**src/design/ws2_pkg.sv**
```systemverilog
// Shared types and constants for the LED strip PWM frame encoder.
package ws2_pkg;

   localparam int PIXEL_W   = 24;
   localparam int SLOT_W    = 10;
   localparam int CSR_W     = 9;
   localparam int CSR_IDX_W = 2;

   localparam logic [CSR_IDX_W-1:0] CSR_PIXEL_COUNT = 2'd0;
   localparam logic [CSR_IDX_W-1:0] CSR_DUTY_ONE    = 2'd1;
   localparam logic [CSR_IDX_W-1:0] CSR_DUTY_ZERO   = 2'd2;

   localparam logic [8:0] PIXEL_COUNT_RESET = 9'd0;
   localparam logic [7:0] DUTY_ONE_RESET    = 8'd58;
   localparam logic [7:0] DUTY_ZERO_RESET   = 8'd29;

   localparam logic [1:0] OP_SET_PIXEL = 2'd0;
   localparam logic [1:0] OP_RENDER    = 2'd1;
   localparam logic [1:0] OP_REFILL    = 2'd2;

   localparam logic [2:0] STATUS_OK        = 3'd0;
   localparam logic [2:0] STATUS_RANGE     = 3'd1;
   localparam logic [2:0] STATUS_CANCELLED = 3'd2;
   localparam logic [2:0] STATUS_FINISHED  = 3'd3;
   localparam logic [2:0] STATUS_IDLE      = 3'd4;

   typedef struct packed {
      logic [1:0] operation;
      logic [7:0] pixel_index;
      logic [7:0] red;
      logic [7:0] green;
      logic [7:0] blue;
   } req_type;

   typedef struct packed {
      logic       is_code;
      logic [7:0] duty;
      logic [2:0] status;
      logic       last;
   } rsp_type;

   typedef enum logic [2:0] {
      S_CLEAR,
      S_IDLE,
      S_DECODE,
      S_STAT,
      S_READ,
      S_LOAD,
      S_EMIT
   } state_type;

   // Commands from the controller to the datapath.
   typedef struct packed {
      logic       take;
      logic       clr_step;
      logic       pix_write;
      logic       frame_clear;
      logic       frame_start;
      logic       slot_pixel;
      logic       slot_gap;
      logic       stat_set;
      logic [2:0] stat_code;
      logic       mem_read;
      logic       sreg_load;
      logic       code_emit;
      logic       code_last;
      logic       stat_emit;
      logic       pix_next;
   } cmd_type;

   // Status from the datapath to the controller.
   typedef struct packed {
      logic [1:0] op;
      logic       busy;
      logic       idx_ok;
      logic       slot_lt_cnt;
      logic       slot_lt_cnt2;
      logic       clr_done;
      logic       bit_end;
      logic       second_pending;
      logic       out_free;
   } flags_type;

endpackage

```
**src/design/ws2_ctrl.sv**
```systemverilog
// Controller state machine for the LED strip PWM frame encoder.
module ws2_ctrl (
   input  logic              clock,
   input  logic              reset,
   input  logic              req_valid,
   output logic              req_ready,
   input  ws2_pkg::flags_type flags,
   output ws2_pkg::cmd_type   cmd
);
   import ws2_pkg::*;

   state_type state_ff, state_in;

   always_ff @(posedge clock) begin
      if (reset) begin
         state_ff <= S_CLEAR;
      end else begin
         state_ff <= state_in;
      end
   end

   // Next state.
   always_comb begin
      state_in = state_ff;
      case (state_ff)
         S_CLEAR: begin
            if (flags.clr_done) state_in = S_IDLE;
         end
         S_IDLE: begin
            if (req_valid) state_in = S_DECODE;
         end
         S_DECODE: begin
            case (flags.op)
               OP_SET_PIXEL: state_in = S_STAT;
               OP_RENDER: begin
                  state_in = flags.busy ? S_STAT : S_READ;
               end
               OP_REFILL: begin
                  if (!flags.busy)              state_in = S_STAT;
                  else if (flags.slot_lt_cnt)   state_in = S_READ;
                  else if (flags.slot_lt_cnt2)  state_in = S_EMIT;
                  else                          state_in = S_STAT;
               end
               default: state_in = S_IDLE;
            endcase
         end
         S_STAT: begin
            if (flags.out_free) state_in = S_IDLE;
         end
         S_READ:  state_in = S_LOAD;
         S_LOAD:  state_in = S_EMIT;
         S_EMIT: begin
            if (flags.out_free && flags.bit_end) begin
               state_in = flags.second_pending ? S_READ : S_IDLE;
            end
         end
         default: state_in = S_CLEAR;
      endcase
   end

   // Outputs.
   always_comb begin
      cmd       = '0;
      req_ready = 1'b0;
      case (state_ff)
         S_CLEAR: cmd.clr_step = 1'b1;
         S_IDLE: begin
            req_ready = 1'b1;
            cmd.take  = req_valid;
         end
         S_DECODE: begin
            case (flags.op)
               OP_SET_PIXEL: begin
                  cmd.pix_write = flags.idx_ok;
                  cmd.stat_set  = 1'b1;
                  cmd.stat_code = flags.idx_ok ? STATUS_OK : STATUS_RANGE;
               end
               OP_RENDER: begin
                  if (flags.busy) begin
                     cmd.frame_clear = 1'b1;
                     cmd.stat_set    = 1'b1;
                     cmd.stat_code   = STATUS_CANCELLED;
                  end else begin
                     cmd.frame_start = 1'b1;
                  end
               end
               OP_REFILL: begin
                  if (!flags.busy) begin
                     cmd.stat_set  = 1'b1;
                     cmd.stat_code = STATUS_IDLE;
                  end else if (flags.slot_lt_cnt) begin
                     cmd.slot_pixel = 1'b1;
                  end else if (flags.slot_lt_cnt2) begin
                     cmd.slot_gap = 1'b1;
                  end else begin
                     cmd.frame_clear = 1'b1;
                     cmd.stat_set    = 1'b1;
                     cmd.stat_code   = STATUS_FINISHED;
                  end
               end
               default: ;
            endcase
         end
         S_STAT: cmd.stat_emit = flags.out_free;
         S_READ: cmd.mem_read  = 1'b1;
         S_LOAD: cmd.sreg_load = 1'b1;
         S_EMIT: begin
            cmd.code_emit = flags.out_free;
            cmd.code_last = flags.bit_end && !flags.second_pending;
            cmd.pix_next  = flags.out_free && flags.bit_end && flags.second_pending;
         end
         default: ;
      endcase
   end

`ifndef NO_ASSERTIONS
   // Leave the clearing pass only once the whole store has been swept.
   a_clear_done: assert property (@(posedge clock) disable iff (reset)
      (state_ff == S_CLEAR && state_in == S_IDLE) |-> flags.clr_done)
      else $error("clearing pass ended early");
   // Never accept a new item while a pixel's codes are still going out.
   a_no_take_mid_pixel: assert property (@(posedge clock) disable iff (reset)
      (state_ff == S_EMIT) |-> !req_ready)
      else $error("item accepted while codes pending");
   // A second pixel fetch follows only a render's first pixel.
   a_second_fetch: assert property (@(posedge clock) disable iff (reset)
      cmd.pix_next |=> (state_ff == S_READ))
      else $error("second pixel fetch lost");
`endif

endmodule

```
**config.mk**
```make
export PLATFORM = sky130hd
export DESIGN_NAME = ws2_ctrl
export DESIGN_NICKNAME = d
export VERILOG_FILES = /design/src/design/ws2_pkg.sv /design/src/design/ws2_ctrl.sv
export SDC_FILE = /design/constraint.sdc
export NUM_CORES = 1
export LEC_CHECK = 0
export ABC_AREA = 1
export BUFFER_PORTS_ARGS = -buffer_cell sky130_fd_sc_hd__buf_2
export CORE_AREA = 10 10 47 49
export CTS_BUF_LIST = sky130_fd_sc_hd__clkbuf_8
export DETAILED_ROUTE_END_ITERATION = 16
export DIE_AREA = 0 0 57 59
export PLACE_DENSITY = 0.69
export SLEW_MARGIN = 5
export SYNTH_ARGS = -nofsm -noshare
export SYNTH_HDL_FRONTEND = slang
export SYNTH_SLANG_ARGS = --single-unit
```
**constraint.sdc**
```tcl
create_clock -name clock -period 1.43 [get_ports clock]
set_clock_uncertainty 0.1 [all_clocks]
set_input_delay 0.0715 -clock clock [delete_from_list [all_inputs] [get_ports clock]]
set_output_delay 0.0715 -clock clock [all_outputs]
set_load 0.02 [all_outputs]
```
After elaboration in Yosys (flattened, before gate mapping)

Cells that the tools add are included.

Output and inout bits: 18
Input port bits: 13
Word-level logic and storage cells: 58
Register bits: 3

Equality and inequality tests: 12
Muxes and demuxes: 38
Reduce and logical (&&, ||, !) cells: 7

Operators with widths:

| kind               | count |
|---|---|
| $mux 3             | 9 |
| $pmux 3 s7         | 1 |
| $mux 1             | 17 |
| $mux 4             | 3 |
| $pmux 4 s3         | 1 |
| $eq 3x3->1 const B | 3 |
| $mux 9             | 1 |
| $pmux 3 s3         | 1 |
| $ne 2x2->1 const B | 4 |
| $eq 3x2->1 const B | 2 |
| $mux 2             | 3 |
| $mux 5             | 1 |
| $reduce_and 4->1   | 1 |
| $eq 3x1->1 const B | 1 |
| $logic_and 1x1->1  | 3 |
| $logic_not 3->1    | 1 |
| $eq 2x1->1 const B | 1 |
| $eq 2x2->1 const B | 1 |
| $logic_not 2->1    | 1 |
| $pmux 1 s2         | 1 |
| $logic_not 1->1    | 1 |

Depth between registers and ports, before layout

Gate-level depths: netlist of the first run.

Word-level depth: 5
Depth in mapped cells: 8
Mapped depth without buffers: 8

Least setup slack after synthesis of the first run

No wires, ideal clock.

Path type: register -> output
Start point: reg state_ff[1]
End point: out cmd[9] (netlist name)
Arrival time: 1.265 ns
Required time: 1.258 ns
Cell stages (with the launch flop): 4
Path slack: -0.007 ns
Buffers on the path: 0
Cell sequence: dfxtp_1 > nand3_2 > nor2_4 > a21boi_0

RTL lines:

| what                   | RTL line       | RTL |
|---|---|---|
| from (decl)            | ws2_ctrl.sv:12 | `state_type state_ff, state_in;` |
| from (signal assigned) | ws2_ctrl.sv:18 | `state_ff <= state_in;` |
| to (decl)              | ws2_ctrl.sv:8  | `output ws2_pkg::cmd_type cmd` |

==> flow_metrics.env, run 1 <==
export IMPL_final_setup_worst_slack_ns=0.06900
export IMPL_first_global_vias=647
export IMPL_worstMarginPinSlew_ns=0.2744
export IMPL_critPathKind="reg -> out"
export IMPL_grt_usage=0.09299
export IMPL_synth_simple_area_share=0.5263
export IMPL_synth_area_in_adders=0.1003
export IMPL_post_route_min_period_ns=1.361
export IMPL_maximum_level_of_the_cts_h_tree=1
export IMPL_dp_hpwl_mm=1.307
export IMPL_grt_first_pass_wirelength_mm=2.677
export IMPL_timing_hold_violations_final=0
export IMPL_worst_r2r_path_depth=7
export IMPL_power_ir_vdd_worst_uv=584.9
export IMPL_final_antenna_net_count=0
export IMPL_largest_register_ff_count=3
export IMPL_numCtsBuffers=3
export IMPL_r2r_slack_ns=0.14
export IMPL_highest_clock_frequency_the_design_can_meet_mhz=734.8
export IMPL_place_inst=137
export IMPL_io_pins=31
export IMPL_grt_antenna_before_repair=0
export IMPL_post_synth_inst_count=92
export IMPL_drive_above_1_share=0.3923
export IMPL_nNetsFinal=148
export IMPL_cp_end_kind="primary output"
export IMPL_r2r_start="state_ff[0]"
export IMPL_cts_path_max_buffers=2
export IMPL_dieWidth_um=57
export IMPL_totalWireLength_mm=1.538
export IMPL_final_max_slew_violation_count=0
export IMPL_status="complete, no violations"
export IMPL_final_period_utilization=0.9517
export IMPL_clk_insertion_delay_late_ns=0.22
export IMPL_syn_nets=109
export IMPL_num_antenna_cells=0
export IMPL_detailedPlace_worstSlack_ns=0.1078
export IMPL_power_per_cell_area_nw_per_um2=927.4
export IMPL_setup_violations_final=0
export IMPL_largest_registers="state_ff x3"
export IMPL_ys_ff_latch=3
export IMPL_r2r_end="state_ff[2]"
export IMPL_hold_wc_path_type="in -> reg"
export IMPL_dieHeight_um=59
export IMPL_drv_cap=0
export IMPL_drc=0
export IMPL_design_die_area_um2=3363
export IMPL_syn_mean_instance_area_um2=5.426
export IMPL_slew_headroom=0.8171
export IMPL_cp_data_required_time_ns=1.26
export IMPL_rsz0062_at_grt="yes"
export IMPL_fillerInstances=157
export IMPL_top_register="state_ff"
export IMPL_fp_row_count=14
export IMPL_route_detailed_wl_per_inst_um=10.53
export IMPL_tritoncts_clock_tree="built"
export IMPL_critical_path_peak_fanout=7
export IMPL_post_synth_mux_area_share=0
export IMPL_synth_top_family_by_area="simple AND/OR/NAND/NOR gates"
export IMPL_synth_sequential_area_ratio=0.1203
export IMPL_initial_standard_cell_utilization_of_the_core=0.3563
export IMPL_ys_warnings_count=0
export IMPL_gp_congestion=0.7827
export IMPL_drt_iter0_drc=7
export IMPL_largest_net_degree_at_the_start_of_global_routing=9
export IMPL_coreArea_um2=1401
export IMPL_total_leakage_power_nw=0.4714
export IMPL_min_delay_path_depth=4
export IMPL_vias_after_detailed_routing=687
export IMPL_synth_compound_area_frac=0.1078
export IMPL_global_route_overflow_total=0
export IMPL_instances_no_fill=146
export IMPL_post_synth_instance_area_um2=499.2
export IMPL_cts_sinks=3
export IMPL_timing_critical_path_arrival_ns=1.19
export IMPL_synthXorXnorAreaFrac=0
export IMPL_place_port_buffers=30
export IMPL_critical_path_startpoint_type="register"
export IMPL_synth_distinct_cells=20
export IMPL_cts_reportedPaths_clkPinSlew_ns=0.03
export IMPL_viasPerCell=4.705
export IMPL_hold_path_end="state_ff[2]"
export IMPL_area_delta_synth_final_pct=56.39
export IMPL_cts_root_buffer_cell="clkbuf_8"
export IMPL_drtPass1Iterations=5
export IMPL_min_from="flags[0]"
final cells by class:
class	count	area, um2	area share
Multi-Input combinational cell	70	377.9	0.4840
Timing Repair Buffer	35	196.4	0.2516
Inverter	18	72.57	0.09295
Sequential cell	3	68.82	0.08814
Clock buffer	3	41.29	0.05288
Tap cell	16	20.02	0.02564
Clock inverter	1	3.754	0.004808
worst max-delay path: stages, from the launching register on:
cell	delay (ns)
dfxtp_4	0.36
inv_4	0.06
nand3_4	0.11
nor2_4	0.13
a21boi_2	0.18
buf_6	0.13
timing repair:
item,CTS,global route
gates cloned,0,0
setup endpoints to repair,6,5
pin swaps,1,2
hold endpoints to repair,3,0
hold buffers,1,0
gates resized for setup,6,5
buffers inserted,4,0
cells in the mapped netlist:
cell,n,area [um2]
o21ai_1,1,5.000
clkbuf_2,1,5.000
nor2_2,1,6.260
a21oi_1,4,20.02
o21ai_0,3,15.01
nand4_1,2,12.51
inv_2,3,11.26
dfxtp_1,3,60.06
a21boi_0,1,7.510
ha_1,4,50.05
nor2_4,2,22.52
inv_1,15,56.30
nand3_2,1,10.01
nand3_1,5,25.02
nand2_2,3,18.77
nor3_1,5,25.02
o22ai_1,1,6.260
nand2_1,24,90.09
nand3b_1,1,7.510
nor2_1,12,45.04
cell usage in the layout (no fill, tap or decap), drive strengths merged, types with 2 or more instances in the layout:
cell / n
clkbuf: 3
dfxtp: 3
ha: 4
nand3: 6
a21oi: 4
nor2: 15
o21ai: 4
buf: 34
nand4: 2
inv: 19
nand2: 27
nor3: 5
kinds of logic (layout without fill, tap and decap cells):
kind of cell	count (synthesis)	count (layout)
AOI/OAI and AO/OA	10	10
adders and majority gates	4	4
and+or+nand+nor	56	56
DFF	3	3
buffers and inverters	19	57
layer usage:
layer,vias to the layer above,wire length (um),track usage
li1,367,-,-
met4,0,19,0.04027
met3,2,84,0.02575
met2,16,787,0.1612
met1,302,647,0.1036
met5,-,0,0
worst max-delay path by stage:
stage / start / endpoint / slack [ns]
after floorplan: state_ff[0] / state_ff[1] / 0.02
after global placement: state_ff[1] / cmd[9] / 0.16
after detailed placement: state_ff[1] / cmd[9] / 0.11
after CTS: state_ff[0] / cmd[9] / 0.02
after global routing: state_ff[2] / cmd[9] / -0.005
final: state_ff[2] / cmd[9] / 0.07
stage by stage:
step                  util  cell area (um2)  hold slack [ns]  total power, mW  setup TNS [ns]
CTS                 0.5473            767.0           0.1212           0.7246               0
finish              0.5571            780.7           0.1207           0.7241               0
detailed placement  0.4741            664.4           0.1693           0.4354               0
floorplan                -            499.2          0.04057           0.3487               0
global route        0.5571            780.7           0.1411           0.7803       -0.005029
global placement    0.4741            664.4           0.1663           0.4336               0
where the power goes:
| part | total (mW) | switching [mW] | internal, mW |
|---|---|---|---|
| registers | 0.131 | 0.0293 | 0.101 |
| logic | 0.356 | 0.214 | 0.142 |
| clock network | 0.238 | 0.0553 | 0.183 |
| total | 0.724 | 0.298 | 0.426 |
Power figures use the tool's default switching activity.
==> run 2, diff against run 1 <==
- PLACE_DENSITY: 0.69 -> 0.68
==> run 2 against run 1 <==
Compared with the run above:
- cell count fell by 0.68%
- routed wire length increased by 7.0%
- setup slack lost 0.022 ns
- sequential power about the same
- register-to-register slack is essentially flat
- clock-buffer cell count did not move
- flip-flop and latch count stayed put
- critical path depth unchanged
- sequential share of layout area decreased by 0.20 points
- fmax shrank 1.6%
- non-clock buffer count shrank 1
==> flow_metrics.env, run 2 (synthesis results as in run 1) <==
export IMPL_fp_row_count=14
export IMPL_io_pins=31
export IMPL_coreArea_um2=1401
export IMPL_nNetsFinal=147
export IMPL_largest_net_degree_at_the_start_of_global_routing=9
export IMPL_timing_hold_violations_final=0
export IMPL_dp_hpwl_mm=1.335
export IMPL_hold_slack_ns=0.1249
export IMPL_cts_path_max_buffers=2
export IMPL_final_setup_worst_slack_ns=0.04706
export IMPL_initial_standard_cell_utilization_of_the_core=0.3563
export IMPL_num_antenna_cells=0
export IMPL_numCtsBuffers=3
export IMPL_final_period_utilization=0.9671
export IMPL_p_total_mw=0.7190
export IMPL_vias_after_detailed_routing=690
export IMPL_cts_reportedPaths_clkPinSlew_ns=0.04
export IMPL_final_common_cell="buf_2"
export IMPL_post_route_min_period_ns=1.383
export IMPL_global_route_overflow_total=0
export IMPL_instances_no_fill=145
export IMPL_flip_flop_and_latch_area_um2=66.31
export IMPL_final_non_filler_cell_area_um2=769.5
export IMPL_highest_clock_frequency_the_design_can_meet_mhz=723.1
export IMPL_path_cells="inv_4, nand3_4, nor2_4, a21boi_2, buf_4"
export IMPL_detailedPlace_worstSlack_ns=0.08661
export IMPL_route_detailed_wl_per_inst_um=11.34
export IMPL_dieWidth_um=57
export IMPL_place_inst=137
export IMPL_rsz0062_at_grt="yes"
export IMPL_total_leakage_power_nw=0.4648
export IMPL_maximum_level_of_the_cts_h_tree=1
export IMPL_cp_end_kind="primary output"
export IMPL_max_stage_delay_ns=0.34
export IMPL_slowest_stage="dfxtp_2"
export IMPL_post_layout_utilization_of_the_core=0.5491
export IMPL_grt_first_pass_wirelength_mm=2.677
export IMPL_timing_critical_path_arrival_ns=1.21
export IMPL_drt_iter0_drc=15
export IMPL_largest_register_ff_count=3
export IMPL_layout_cells_most_common_list="buf_2 (29), nand2_1 (24), inv_1 (16)"
export IMPL_setup_violations_final=0
export IMPL_critPathKind="reg -> out"
export IMPL_drv_cap=0
export IMPL_r2r_start="state_ff[2]"
export IMPL_design_die_area_um2=3363
export IMPL_cp_data_required_time_ns=1.26
export IMPL_area_delta_synth_final_pct=54.14
export IMPL_crit_buf_inv=2
export IMPL_grt_antenna_before_repair=0
export IMPL_cts_sinks=3
export IMPL_power_per_cell_area_nw_per_um2=934.3
export IMPL_multi_input_comb_area_um2=382.9
export IMPL_setup_tns_ns=0
export IMPL_worstMarginPinSlew_ns=0.2976
export IMPL_clk_insertion_delay_late_ns=0.22
export IMPL_viasPerCell=4.759
export IMPL_final_max_slew_violation_count=0
export IMPL_grt_usage=0.09551
export IMPL_power_ir_vdd_worst_uv=627.8
export IMPL_hold_wc_path_type="in -> reg"
export IMPL_tritoncts_clock_tree="built"
export IMPL_final_antenna_net_count=0
export IMPL_totalWireLength_mm=1.645
export IMPL_placedInstanceArea_um2=664.4
export IMPL_worst_path_dominant_cell_family="flip-flops"
export IMPL_slew_headroom=0.8016
export IMPL_first_global_vias=666
export IMPL_status="complete, no violations"
export IMPL_drtPass1Iterations=7
export IMPL_top_register="state_ff"
export IMPL_largest_registers="state_ff x3"
export IMPL_drc=0
export IMPL_fillerInstances=152
export IMPL_critical_path_startpoint_type="register"
export IMPL_drive_above_1_share=0.3953
export IMPL_setup_worst_path_start="state_ff[0]"
export IMPL_cts_root_buffer_cell="clkbuf_8"
export IMPL_min_from="flags[2]"
export IMPL_gp_congestion=0.7814
export IMPL_place_port_buffers=30
export IMPL_critical_path_peak_fanout=7
export IMPL_dieHeight_um=59
## run 2: worst paths after layout
kind                               endpoint  slack [ns]  depth (start not counted)
worst min-delay path            state_ff[2]        0.12                          4
worst max register to register  state_ff[2]        0.13                          7
worst min register to register  state_ff[0]        0.43                          2
worst max-delay path                 cmd[9]        0.05                          5
## run 2: what timing repair did
action                                  4_1_cts  5_1_grt
gates resized for setup                       6        3
endpoints found under the setup margin        6        4
hold endpoints to repair                      3        0
pin swaps                                     2        2
setup buffers                                 3        0
gates cloned                                  0        0
hold buffers                                  1        0
## run 2: worst min-delay path, stage by stage
cell     delay, ns
buf_2         0.09
nand2_1       0.06
nand4_1       0.11
a21oi_1       0.08
## run 2: area by class of cell
cell class	count	area share
clock buffer	3	0.05366
clock inverter	1	0.004878
inverter	18	0.09106
multi-input combinational	70	0.4976
sequential	3	0.08618
tap	16	0.02602
timing repair buffer	34	0.2407
## run 2: power breakdown
part / switching (mW) / internal (mW)
Clock: 0.0647 / 0.184
Sequential: 0.0295 / 0.103
Combinational: 0.213 / 0.125
Total: 0.307 / 0.412
## run 2: metal layers
metal  vias up  track usage  routed length (um)
met5         -            0                   0
met3         2      0.02146                  74
met4         0      0.05034                   8
met1       306      0.09026                 673
met2        18       0.1860                 889
li1        364            -                   -
